===== src/rtl/core/itoar_pkg.sv =====
// Package for the integer-to-ASCII radix converter.
// Holds field widths, radix and character codes, and the control/status structs.
// No dependencies.
package itoar_pkg;

    localparam int VALUE_WIDTH_DEF = 32;
    localparam int VALUE_BITS      = 32;
    localparam int RADIX_BITS      = 5;
    localparam int CHAR_BITS       = 7;

    localparam logic [RADIX_BITS-1:0] RADIX_BIN = 5'd2;
    localparam logic [RADIX_BITS-1:0] RADIX_OCT = 5'd8;
    localparam logic [RADIX_BITS-1:0] RADIX_DEC = 5'd10;
    localparam logic [RADIX_BITS-1:0] RADIX_HEX = 5'd16;

    localparam logic [CHAR_BITS-1:0] CHAR_MINUS = 7'h2D;
    localparam logic [CHAR_BITS-1:0] CHAR_NONE  = 7'h00;
    localparam logic [CHAR_BITS-1:0] CHAR_ZERO  = 7'h30;
    localparam logic [CHAR_BITS-1:0] CHAR_ALPHA = 7'h37;

    typedef struct packed {
        logic load;
        logic dab_step;
        logic skip;
        logic push_minus;
        logic push_digit;
        logic push_err;
    } itoar_cmd_t;

    typedef struct packed {
        logic in_bad;
        logic in_dec;
        logic minus;
        logic cnt_last;
        logic top_zero;
        logic slot_free;
    } itoar_status_t;

    function automatic logic [CHAR_BITS-1:0] digit_char(input logic [3:0] d);
        if (d < 4'd10)
        begin
            return CHAR_ZERO + {3'b000, d};
        end
        return CHAR_ALPHA + {3'b000, d};
    endfunction

endpackage


===== src/rtl/core/itoar_in_if.sv =====
// Input channel: one number with its radix and signed flag per transfer.
// Depends on itoar_pkg.
interface itoar_in_if;
    import itoar_pkg::*;

    logic                  valid;
    logic                  ready;
    logic [VALUE_BITS-1:0] value;
    logic [RADIX_BITS-1:0] radix;
    logic                  signed_mode;

    modport source (output valid, value, radix, signed_mode, input ready);
    modport sink   (input valid, value, radix, signed_mode, output ready);
endinterface


===== src/rtl/core/itoar_out_if.sv =====
// Output channel: one ASCII character per transfer.
// Depends on itoar_pkg.
interface itoar_out_if;
    import itoar_pkg::*;

    logic                 valid;
    logic                 ready;
    logic [CHAR_BITS-1:0] ascii_char;
    logic                 last_char;
    logic                 bad_radix;

    modport source (output valid, ascii_char, last_char, bad_radix, input ready);
    modport sink   (input valid, ascii_char, last_char, bad_radix, output ready);
endinterface


===== src/rtl/core/integer_to_ascii_radix_top.sv =====
// Top level of the integer-to-ASCII radix converter: controller plus datapath.
// Depends on itoar_pkg, itoar_in_if, itoar_out_if, itoar_ctrl, itoar_dp.
//
//   port      dir   payload                          per transfer
//   in_item   sink  value[31:0] radix[4:0] signed    one number
//   out_char  src   ascii_char[6:0] last bad_radix   one character, MS first
//
// One number at a time: in_item.ready is high only between numbers.
// Power-of-two bases load, then skip leading zeros and emit the rest of the N digit
// positions (N = 32 for base 2); decimal runs VALUE_WIDTH shift-add-3 steps first.
// A sign character is emitted before the digits. Output stalls hold the sequencer.
// Reset clears the controller and output valid; no clearing pass is needed.
module integer_to_ascii_radix_top #(
    parameter int VALUE_WIDTH = itoar_pkg::VALUE_WIDTH_DEF
) (
    input  logic        clk,
    input  logic        rst_n,
    itoar_in_if.sink    in_item,
    itoar_out_if.source out_char
);
    import itoar_pkg::*;

    itoar_cmd_t    cmd;
    itoar_status_t status;
    logic          in_ready;

    itoar_ctrl u_ctrl (
        .clk      (clk),
        .rst_n    (rst_n),
        .in_valid (in_item.valid),
        .in_ready (in_ready),
        .status   (status),
        .cmd      (cmd)
    );

    itoar_dp #(
        .VALUE_WIDTH (VALUE_WIDTH)
    ) u_dp (
        .clk         (clk),
        .rst_n       (rst_n),
        .cmd         (cmd),
        .status      (status),
        .value       (in_item.value),
        .radix       (in_item.radix),
        .signed_mode (in_item.signed_mode),
        .out_valid   (out_char.valid),
        .out_ready   (out_char.ready),
        .ascii_char  (out_char.ascii_char),
        .last_char   (out_char.last_char),
        .bad_radix   (out_char.bad_radix)
    );

    assign in_item.ready = in_ready;

endmodule


===== src/rtl/core/itoar_ctrl.sv =====
// Controller for the integer-to-ASCII converter: sequences load, decimal
// conversion, leading-zero skip and character output. Depends on itoar_pkg.
module itoar_ctrl (
    input  logic                     clk,
    input  logic                     rst_n,
    input  logic                     in_valid,
    output logic                     in_ready,
    input  itoar_pkg::itoar_status_t status,
    output itoar_pkg::itoar_cmd_t    cmd
);
    import itoar_pkg::*;

    typedef enum logic [5:0] {
        S_IDLE = 6'b000001,
        S_CONV = 6'b000010,
        S_SKIP = 6'b000100,
        S_SIGN = 6'b001000,
        S_EMIT = 6'b010000,
        S_ERR  = 6'b100000
    } state_t;

    state_t state_reg;
    state_t state_next;

    always_ff @(posedge clk or negedge rst_n)
    begin
        if (!rst_n)
        begin
            state_reg <= S_IDLE;
        end
        else
        begin
            state_reg <= state_next;
        end
    end

    always_comb
    begin
        state_next = state_reg;
        cmd        = '0;
        in_ready   = 1'b0;
        case (state_reg)
            S_IDLE:
            begin
                in_ready = 1'b1;
                if (in_valid)
                begin
                    cmd.load = 1'b1;
                    if (status.in_bad)
                    begin
                        state_next = S_ERR;
                    end
                    else if (status.in_dec)
                    begin
                        state_next = S_CONV;
                    end
                    else
                    begin
                        state_next = S_SKIP;
                    end
                end
            end
            S_CONV:
            begin
                cmd.dab_step = 1'b1;
                if (status.cnt_last)
                begin
                    state_next = S_SKIP;
                end
            end
            S_SKIP:
            begin
                if (status.top_zero && !status.cnt_last)
                begin
                    cmd.skip = 1'b1;
                end
                else if (status.minus)
                begin
                    state_next = S_SIGN;
                end
                else
                begin
                    state_next = S_EMIT;
                end
            end
            S_SIGN:
            begin
                if (status.slot_free)
                begin
                    cmd.push_minus = 1'b1;
                    state_next     = S_EMIT;
                end
            end
            S_EMIT:
            begin
                if (status.slot_free)
                begin
                    cmd.push_digit = 1'b1;
                    if (status.cnt_last)
                    begin
                        state_next = S_IDLE;
                    end
                end
            end
            S_ERR:
            begin
                if (status.slot_free)
                begin
                    cmd.push_err = 1'b1;
                    state_next   = S_IDLE;
                end
            end
            default:
            begin
                state_next = S_IDLE;
            end
        endcase
    end

endmodule


===== src/rtl/core/itoar_dp.sv =====
// Datapath for the integer-to-ASCII converter: digit shift register, shift-add-3
// binary-to-BCD step, digit counter and output register. Depends on itoar_pkg.
module itoar_dp #(
    parameter int VALUE_WIDTH = itoar_pkg::VALUE_WIDTH_DEF
) (
    input  logic                                 clk,
    input  logic                                 rst_n,
    input  itoar_pkg::itoar_cmd_t                cmd,
    output itoar_pkg::itoar_status_t             status,
    input  logic [itoar_pkg::VALUE_BITS-1:0]     value,
    input  logic [itoar_pkg::RADIX_BITS-1:0]     radix,
    input  logic                                 signed_mode,
    output logic                                 out_valid,
    input  logic                                 out_ready,
    output logic [itoar_pkg::CHAR_BITS-1:0]      ascii_char,
    output logic                                 last_char,
    output logic                                 bad_radix
);
    import itoar_pkg::*;

    localparam int DEC_N  = (VALUE_WIDTH * 1233) / 4096 + 1;
    localparam int OCT_N  = (VALUE_WIDTH + 2) / 3;
    localparam int HEX_N  = (VALUE_WIDTH + 3) / 4;
    localparam int WORK_W = 4 * DEC_N;
    localparam int CNT_W  = $clog2(VALUE_WIDTH + 1);
    localparam int COPY_W = (VALUE_WIDTH < VALUE_BITS) ? VALUE_WIDTH : VALUE_BITS;
    localparam int SH_BIN = WORK_W - VALUE_WIDTH;
    localparam int SH_OCT = WORK_W - 3 * OCT_N;
    localparam int SH_HEX = WORK_W - 4 * HEX_N;

    typedef enum logic [1:0] {
        KIND_BIN,
        KIND_OCT,
        KIND_DEC,
        KIND_HEX
    } kind_t;

    function automatic logic [3:0] dab_adj(input logic [3:0] n);
        if (n >= 4'd5)
        begin
            return n + 4'd3;
        end
        return n;
    endfunction

    kind_t                kind_reg,      kind_next;
    logic                 minus_reg,     minus_next;
    logic [VALUE_WIDTH-1:0] bin_reg,     bin_next;
    logic [WORK_W-1:0]    work_reg,      work_next;
    logic [CNT_W-1:0]     cnt_reg,       cnt_next;
    logic                 out_valid_reg, out_valid_next;
    logic [CHAR_BITS-1:0] out_char_reg,  out_char_next;
    logic                 out_last_reg,  out_last_next;
    logic                 out_bad_reg,   out_bad_next;

    kind_t                in_kind;
    logic                 in_bad;
    logic                 in_neg;
    logic [VALUE_WIDTH-1:0] v_in;
    logic [VALUE_WIDTH-1:0] v_abs;
    logic [WORK_W-1:0]    wide_in;
    logic [WORK_W-1:0]    bcd_adj;
    logic [WORK_W-1:0]    work_shift;
    logic [3:0]           top_digit;
    logic                 cnt_last;
    logic                 slot_free;

    always_comb
    begin
        v_in = '0;
        for (int i = 0; i < COPY_W; i++)
        begin
            v_in[i] = value[i];
        end
    end

    assign in_neg  = signed_mode & v_in[VALUE_WIDTH-1];
    assign v_abs   = in_neg ? (~v_in + {{(VALUE_WIDTH-1){1'b0}}, 1'b1}) : v_in;
    assign wide_in = {{(WORK_W-VALUE_WIDTH){1'b0}}, v_abs};

    always_comb
    begin
        in_bad  = 1'b0;
        in_kind = KIND_DEC;
        if (!signed_mode)
        begin
            case (radix)
                RADIX_BIN: in_kind = KIND_BIN;
                RADIX_OCT: in_kind = KIND_OCT;
                RADIX_DEC: in_kind = KIND_DEC;
                RADIX_HEX: in_kind = KIND_HEX;
                default:
                begin
                    in_kind = KIND_HEX;
                    in_bad  = 1'b1;
                end
            endcase
        end
    end

    always_comb
    begin
        for (int d = 0; d < DEC_N; d++)
        begin
            bcd_adj[4*d +: 4] = dab_adj(work_reg[4*d +: 4]);
        end
    end

    always_comb
    begin
        case (kind_reg)
            KIND_BIN:
            begin
                top_digit  = {3'b000, work_reg[WORK_W-1]};
                work_shift = work_reg << 1;
            end
            KIND_OCT:
            begin
                top_digit  = {1'b0, work_reg[WORK_W-1 -: 3]};
                work_shift = work_reg << 3;
            end
            default:
            begin
                top_digit  = work_reg[WORK_W-1 -: 4];
                work_shift = work_reg << 4;
            end
        endcase
    end

    assign cnt_last  = (cnt_reg == CNT_W'(1));
    assign slot_free = !out_valid_reg || out_ready;

    always_comb
    begin
        status.in_bad    = in_bad;
        status.in_dec    = (in_kind == KIND_DEC);
        status.minus     = minus_reg;
        status.cnt_last  = cnt_last;
        status.top_zero  = (top_digit == 4'd0);
        status.slot_free = slot_free;
    end

    always_comb
    begin
        kind_next      = kind_reg;
        minus_next     = minus_reg;
        bin_next       = bin_reg;
        work_next      = work_reg;
        cnt_next       = cnt_reg;
        out_char_next  = out_char_reg;
        out_last_next  = out_last_reg;
        out_bad_next   = out_bad_reg;
        out_valid_next = out_valid_reg && !out_ready;

        if (cmd.load)
        begin
            kind_next  = in_kind;
            minus_next = in_neg;
            bin_next   = v_abs;
            case (in_kind)
                KIND_BIN:
                begin
                    work_next = wide_in << SH_BIN;
                    cnt_next  = CNT_W'(VALUE_WIDTH);
                end
                KIND_OCT:
                begin
                    work_next = wide_in << SH_OCT;
                    cnt_next  = CNT_W'(OCT_N);
                end
                KIND_HEX:
                begin
                    work_next = wide_in << SH_HEX;
                    cnt_next  = CNT_W'(HEX_N);
                end
                default:
                begin
                    work_next = '0;
                    cnt_next  = CNT_W'(VALUE_WIDTH);
                end
            endcase
        end

        if (cmd.dab_step)
        begin
            work_next = {bcd_adj[WORK_W-2:0], bin_reg[VALUE_WIDTH-1]};
            bin_next  = bin_reg << 1;
            cnt_next  = cnt_last ? CNT_W'(DEC_N) : cnt_reg - CNT_W'(1);
        end

        if (cmd.skip || cmd.push_digit)
        begin
            work_next = work_shift;
            cnt_next  = cnt_reg - CNT_W'(1);
        end

        if (cmd.push_digit)
        begin
            out_valid_next = 1'b1;
            out_char_next  = digit_char(top_digit);
            out_last_next  = cnt_last;
            out_bad_next   = 1'b0;
        end

        if (cmd.push_minus)
        begin
            out_valid_next = 1'b1;
            out_char_next  = CHAR_MINUS;
            out_last_next  = 1'b0;
            out_bad_next   = 1'b0;
            minus_next     = 1'b0;
        end

        if (cmd.push_err)
        begin
            out_valid_next = 1'b1;
            out_char_next  = CHAR_NONE;
            out_last_next  = 1'b1;
            out_bad_next   = 1'b1;
        end
    end

    always_ff @(posedge clk or negedge rst_n)
    begin
        if (!rst_n)
        begin
            kind_reg      <= KIND_DEC;
            minus_reg     <= 1'b0;
            cnt_reg       <= '0;
            out_valid_reg <= 1'b0;
        end
        else
        begin
            kind_reg      <= kind_next;
            minus_reg     <= minus_next;
            cnt_reg       <= cnt_next;
            out_valid_reg <= out_valid_next;
        end
    end

    always_ff @(posedge clk)
    begin
        bin_reg      <= bin_next;
        work_reg     <= work_next;
        out_char_reg <= out_char_next;
        out_last_reg <= out_last_next;
        out_bad_reg  <= out_bad_next;
    end

    assign out_valid  = out_valid_reg;
    assign ascii_char = out_char_reg;
    assign last_char  = out_last_reg;
    assign bad_radix  = out_bad_reg;

endmodule

===== src/flat_wrapper.sv =====
// flat-port wrapper written by rule: the top's interface ports become plain ports
module integer_to_ascii_radix_top_flat import itoar_pkg::*;
#(
    parameter int VALUE_WIDTH = itoar_pkg::VALUE_WIDTH_DEF
)
  (clk, rst_n, in_item_valid, in_item_value, in_item_radix, in_item_signed_mode, in_item_ready, out_char_valid, out_char_ascii_char, out_char_last_char, out_char_bad_radix, out_char_ready);
  itoar_in_if in_item_i ();
  itoar_out_if out_char_i ();
  input  logic clk;
  input  logic rst_n;
  input wire logic [$bits(in_item_i.valid)-1:0] in_item_valid;
  input wire logic [$bits(in_item_i.value)-1:0] in_item_value;
  input wire logic [$bits(in_item_i.radix)-1:0] in_item_radix;
  input wire logic [$bits(in_item_i.signed_mode)-1:0] in_item_signed_mode;
  output wire logic [$bits(in_item_i.ready)-1:0] in_item_ready;
  output wire logic [$bits(out_char_i.valid)-1:0] out_char_valid;
  output wire logic [$bits(out_char_i.ascii_char)-1:0] out_char_ascii_char;
  output wire logic [$bits(out_char_i.last_char)-1:0] out_char_last_char;
  output wire logic [$bits(out_char_i.bad_radix)-1:0] out_char_bad_radix;
  input wire logic [$bits(out_char_i.ready)-1:0] out_char_ready;
  assign in_item_i.valid = in_item_valid;
  assign in_item_i.value = in_item_value;
  assign in_item_i.radix = in_item_radix;
  assign in_item_i.signed_mode = in_item_signed_mode;
  assign in_item_ready = in_item_i.ready;
  assign out_char_valid = out_char_i.valid;
  assign out_char_ascii_char = out_char_i.ascii_char;
  assign out_char_last_char = out_char_i.last_char;
  assign out_char_bad_radix = out_char_i.bad_radix;
  assign out_char_i.ready = out_char_ready;
  integer_to_ascii_radix_top #(.VALUE_WIDTH(VALUE_WIDTH)) u_core (.clk(clk), .rst_n(rst_n), .in_item(in_item_i), .out_char(out_char_i));
endmodule

===== config.mk =====
export PLATFORM = sky130hd
export DESIGN_NAME = integer_to_ascii_radix_top_flat
export DESIGN_NICKNAME = d
export VERILOG_FILES = /design/src/rtl/core/itoar_pkg.sv /design/src/rtl/core/itoar_in_if.sv /design/src/rtl/core/itoar_out_if.sv /design/src/rtl/core/integer_to_ascii_radix_top.sv /design/src/rtl/core/itoar_ctrl.sv /design/src/rtl/core/itoar_dp.sv /design/src/flat_wrapper.sv
export SDC_FILE = /design/constraint.sdc
export NUM_CORES = 1
export LEC_CHECK = 0
export ABC_AREA = 1
export ABC_CLOCK_PERIOD_IN_PS = 2900
export BUFFER_PORTS_ARGS = -buffer_cell sky130_fd_sc_hd__buf_4
export CELL_PAD_IN_SITES_DETAIL_PLACEMENT = 2
export CELL_PAD_IN_SITES_GLOBAL_PLACEMENT = 2
export CORE_MARGIN = 1.5
export CORE_UTILIZATION = 36
export DETAILED_ROUTE_END_ITERATION = 10
export PLACE_DENSITY_LB_ADDON = 0.1
export SYNTH_ARGS = -nofsm -noshare
export SYNTH_HDL_FRONTEND = slang
export SYNTH_SLANG_ARGS = --single-unit

===== constraint.sdc =====
create_clock -name clk -period 2.9 [get_ports clk]
set_clock_uncertainty 0.05 [all_clocks]
set_input_delay 0.29 -clock clk [delete_from_list [all_inputs] [get_ports clk]]
set_output_delay 0.29 -clock clk [all_outputs]
set_load 0.01 [all_outputs]

# == Word level (Yosys, flattened, before mapping) ==
# Cells that the tools add are included.
# classes
n_lt_le_gt_ge,11
addsub,14
n_mux,84
reduce_logical,18
n_bitwise,2
n_eq_ne,22
# op_table
op,n
$pmux W40 S2,2
$mux W40,3
$mux W32,3
$mux W6,14
$mux W4,18
$ge A4 B3 Y1 const B,10
$add A4 B2 Y4 const B,9
$pmux W6 S6,1
$mux W1,33
$add A32 B1 Y32 const B,1
$not A32 Y32,1
$add A6 B4 Y7 const A,2
$mux W7,2
$ne A2 B2 Y1 const B,7
$eq A6 B1 Y1 const B,2
$pmux W6 S2,1
$eq A5 B4 Y1 const B,2
$mux W3,3
$pmux W4 S2,1
$reduce_and A7 Y1,1
$eq A6 B2 Y1 const B,1
$eq A6 B3 Y1 const B,1
$eq A6 B4 Y1 const B,1
$eq A6 B5 Y1 const B,1
21 further kinds,31
# word_totals
register_bits,97
in_bits,42
out_inout_bits,11

# == Depth between registers and ports, before layout ==
# logic_depth
ltp_word,9
depth_mapped,16
mapped_depth_nobuf,16

# == Hierarchy ==
# From an unflattened synthesis, not the netlist that was laid out.
# unflattened
hier_cells,1042
hier_area_um2,7641.1
# by_module_without_submodules
mod,area_each_um2,instances,cells_each,seq_area_each_um2
itoar_dp,7128.1,1,965,2583.7
itoar_ctrl,513.0,1,77,151.4

# == Worst setup path after synthesis ==
# OpenSTA, ideal clock, no wires.
# synth_path
path_kind,register to register
start,reg u_core.u_dp.kind_reg[1]
end,"reg u_core.u_dp.work_reg[0], enable pin"
arrival_ns,2.147
path_buffers,1
t_required_ns,2.471
path_stages_with_launch,12
setup_ns,0.379
path_slack_ns,0.324
path_cell_list,dfstp_2 inv_2 nand2_1 buf_6 o21ai_0 ha_1 nand2_1 nor2_2 nand3_4 nand2_4 nor2_4 inv_2
# synth_between
elab_chain_cells,8
elab_cells_between_ends,9
cone_classes,1 x eq/ne; 3 x mux; 5 x reduce/logical
# synth_rtl
element,line_no,rtl
from (decl),itoar_dp.sv:46,"kind_t kind_reg, kind_next;"
from (signal assigned),itoar_dp.sv:234,kind_reg <= kind_next;
$eq A2 B1 Y1 or $logic_not A2 Y1 (tied branches),itoar_dp.sv:111,case (kind_reg)
$pmux W4 S2 *,itoar_dp.sv:111,
$logic_not A4 Y1 *,itoar_dp.sv:139,status.top_zero = (top_digit == 4'd0);
$logic_and A1 B1 Y1 *,itoar_ctrl.sv:73,if (status.top_zero && !status.cnt_last)
$mux W1 *,itoar_ctrl.sv:73,
$mux W1 *,itoar_ctrl.sv:42,case (state_reg)
$logic_or A1 B1 Y1 *,itoar_dp.sv:191,if (cmd.skip || cmd.push_digit)
$reduce_bool A3 Y1 (no source line) *,n/a,
to (signal assigned),itoar_dp.sv:244,work_reg <= work_next;
to (decl),itoar_dp.sv:49,"logic [WORK_W-1:0] work_reg, work_next;"
# Mark *: on every way between the ends. The rest lies on a longest branch, timed or not.
# A chain may end at the register's enable or synchronous reset.

# == Final worst setup path ==
# layout_path
start,reg u_core.u_dp.kind_reg[1]
end,"reg u_core.u_dp.work_reg[11], data pin"
# layout_between
elab_chain_cells,8
elab_cells_between_ends,10
cone_classes,1 x eq/ne; 5 x mux; 4 x reduce/logical
# layout_rtl
element,line_no
$eq A2 B1 Y1 or $logic_not A2 Y1 (tied branches),itoar_dp.sv:111
$pmux W4 S2,itoar_dp.sv:111
$logic_not A4 Y1,itoar_dp.sv:139
$logic_and A1 B1 Y1,itoar_ctrl.sv:73
$mux W1,itoar_ctrl.sv:73
$mux W1,itoar_ctrl.sv:42
$logic_or A1 B1 Y1,itoar_dp.sv:191
$mux W40 *,itoar_dp.sv:191
via u_core.u_dp.work_next[11],itoar_dp.sv:49
# Mark *: on every way through the listed nets, which the timed path passes. The rest lies on a longest branch.

==> results.ini <==
[cells_and_area]
fill_cells = 2410
area_growth_pct = 13.6
post-route-util_pct = 41.6
final_nets = 1125
final_common_cell = nand2_1
largest_reg_flops = 40
num_antenna_cells = 0
drive_gt1_share_pct = 11.0
layout.cells.most_common_list = 236 x nand2_1, 115 x inv_1, 113 x nor2_1

[timing]
setup_viol = 0
min_period_over_period_pct = 90.5
layout_setup_ws_ns = 0.276
relSlewSlack_pct = 56.6
timing.final.max_slew_violations = 0
tns_ns = 0
worst_pin_slew_ns = 0.647
hold_viol = 0
fmax_ghz = 0.381
rsz0062_at_grt = no
period_minus_slack_ns = 2.62

[job]
timing.max_cap.violations = 0

[pwr]
p_switching_uw = 3960
intPower_uw = 4500
comb_power_share_pct = 50.8
ir_drop_v = 0.000470
p_seq_share_pct = 34.7
p_per_area_mw_per_mm2 = 1010
p_leak_uw = 0.00369
sw_frac_of_total_pct = 46.8
clkPwrFrac_pct = 14.5

[global_routing]
grt_pass1_wl_mm = 42.0
antenna_found_initial = 0
grt_max_degree = 58
overflow = 0
grt_pass1_vias = 7668
grtUsageTotal_pct = 24.9

[synthesis]
synth_cell_types = 48
synth_flop_cell = edfxtp_1
syn_area_per_cell_um2 = 7.32
synth_edf_count = 71
synthCells = 1010
yosysSeqAreaShare_pct = 37.0
syn_nets = 1079
async_flop_share_pct = 16.5
syn-cell-area_mm2 = 0.00739
ys_ff_latch = 97
ys_warn_count = 0

[floorplanning]
start_util_pct = 36.6
fp.coreArea_mm2 = 0.0202
ioPinCount = 53
die_area_mm2 = 0.0214
die_w_um = 146
die_h_um = 146
row_count = 52

[route]
ant_nets = 0
wl_per_cell_um = 19.3
route.met3.wl_um = 763
via_per_inst = 5.43
drtPass1Iterations = 4
dr_total_vias = 7233
drt-initial-drc-count = 428
wl_mm = 25.6
wl_met2_mm = 11.7
drc = 0
topRoutingLayerUsed = met4
wl_met1_mm = 12.9

[clock_network]
root_buffer = clkbuf_16
cts_buffer_depth = 2
cts_made_buffers = 9
clk_pin_slew_ns = 0.07
cts_setup_buffers = 0
cts.sinks = 97
htreeDepth = 3
clk_latency_ns = 0.36
cts_tree = built

[critical_path]
r2r_start = u_core.u_dp.kind_reg[1]$_DFFE_PN1P_
rr_endpoint = u_core.u_dp.work_reg[11]$_DFFE_PP_
cp.arrival_ns = 2.78
rrSetupSlack_ns = 0.28
cp-start-kind = flop
cp_max_fo = 36
cp_data_required_time_ns = 3.05
critPathLaunch = u_core.u_dp.kind_reg[1]$_DFFE_PN1P_
cp-end-kind = flop
ff2ff_path_depth = 12
crit_end = u_core.u_dp.work_reg[11]$_DFFE_PP_
worstSetupPathType = flop to flop

[hold_path]
min_path_type = input pin to flop

[place]
dpl_worst_slack_ns = 0.167
gp_congestion = 0.858
io_buffers = 52
dp_hpwl_mm = 19.6

[outcome]
status = finished clean

-- synthesized netlist by cell type (all sizes together), types with 10 or more instances --
cell type,instances,share of area [%]
a21oi,53,3.6
a22o,12,1.4
a22oi,11,1.1
buf,18,1.6
clkbuf,17,0.86
dfrtp,14,4.7
dfxtp,10,2.7
edfxtp,71,29
ha,27,4.6
inv,124,6.3
nand2,238,12
nand3,72,5.3
nor2,122,6.8
o21ai,92,6.2
o221ai,10,1.2
o22ai,32,2.8
xor2,19,2.3
-- kinds of logic after synthesis --
kind of cell,synth area share [%]
AO/OA/AOI/OAI,19.5
XOR/XNOR,3.32
adder cells (fa/ha/maj),4.57
buffers and inverters,8.80
flip-flops,37.0
AND/OR/NAND/NOR,26.8
-- how the worst min path moves through the flow --
stage | startpoint | end | slack [ns] | cells after the start
final | in_item_valid | u_core.u_ctrl.state_reg[0]$_DFFE_PN1P_ | 0.06 | 2
after global routing | in_item_valid | u_core.u_ctrl.state_reg[0]$_DFFE_PN1P_ | 0.07 | 2
after CTS | in_item_valid | u_core.u_ctrl.state_reg[0]$_DFFE_PN1P_ | 0.05 | 2
after detailed placement | rst_n | u_core.u_ctrl.state_reg[5]$_DFFE_PN0P_ | 0.12 | 1
after global placement | rst_n | u_core.u_ctrl.state_reg[4]$_DFFE_PN0P_ | 0.12 | 1
after floorplan | rst_n | u_core.u_ctrl.state_reg[1]$_DFFE_PN0P_ | -0.06 | 0
-- area by class of cell --
type	count	area, µm²	share of cell area, %
clock buffer	13	273	3.25
clock inverter	3	20.0	0.238
inverter	125	469	5.59
multi-input combinational	753	4010	47.7
sequential	97	2740	32.6
tap	270	338	4.02
timing repair buffer	70	557	6.63
-- layer usage --
| layer | vias up | GRT usage (%) |
|---|---|---|
| li1 | 3527 | - |
| met1 | 3561 | 36.1 |
| met2 | 126 | 39.7 |
| met3 | 19 | 2.63 |
| met4 | 0 | 6.26 |
| met5 | - | 0 |
-- worst max-delay path, cell delays in order (launching register included) --
cell and delay, ns:
dfstp_2 0.60, inv_2 0.07, nand2_1 0.10, buf_4 0.37, o22ai_2 0.16, inv_2 0.12, nand3_4 0.13, nand2_4 0.14
buf_6 0.30, o21ai_0 0.15, nand2_1 0.10, a21oi_1 0.05, o21ai_0 0.11
-- power groups by stage --
stage                     sequential, µW  clock, µW  combinational (µW)
after floorplan                     2790          0                2930
after global placement              2910          0                4160
after detailed placement            2950          0                4300
after CTS                           2930       1250                4340
after global routing                3010       1290                4860
final                               2930       1230                4300
-- what timing repair did --
item / in CTS / in global routing
hold buffers: 1 / 0
endpoints found under the setup margin: 0 / 3
resized for setup: 0 / 1
hold endpoints to repair: 16 / 0
-- stage by stage --
stage	power, µW	cell area (µm²)	cells	hold WS [ns]
after floorplan	5720	7390	1010	-0.0556
after global placement	7070	8090	1314	0.120
after detailed placement	7250	8090	1314	0.120
after CTS	8520	8390	1331	0.0465
after global routing	9160	8400	1331	0.0682
final	8460	8400	1331	0.0589
Power figures use the tool's default switching activity.
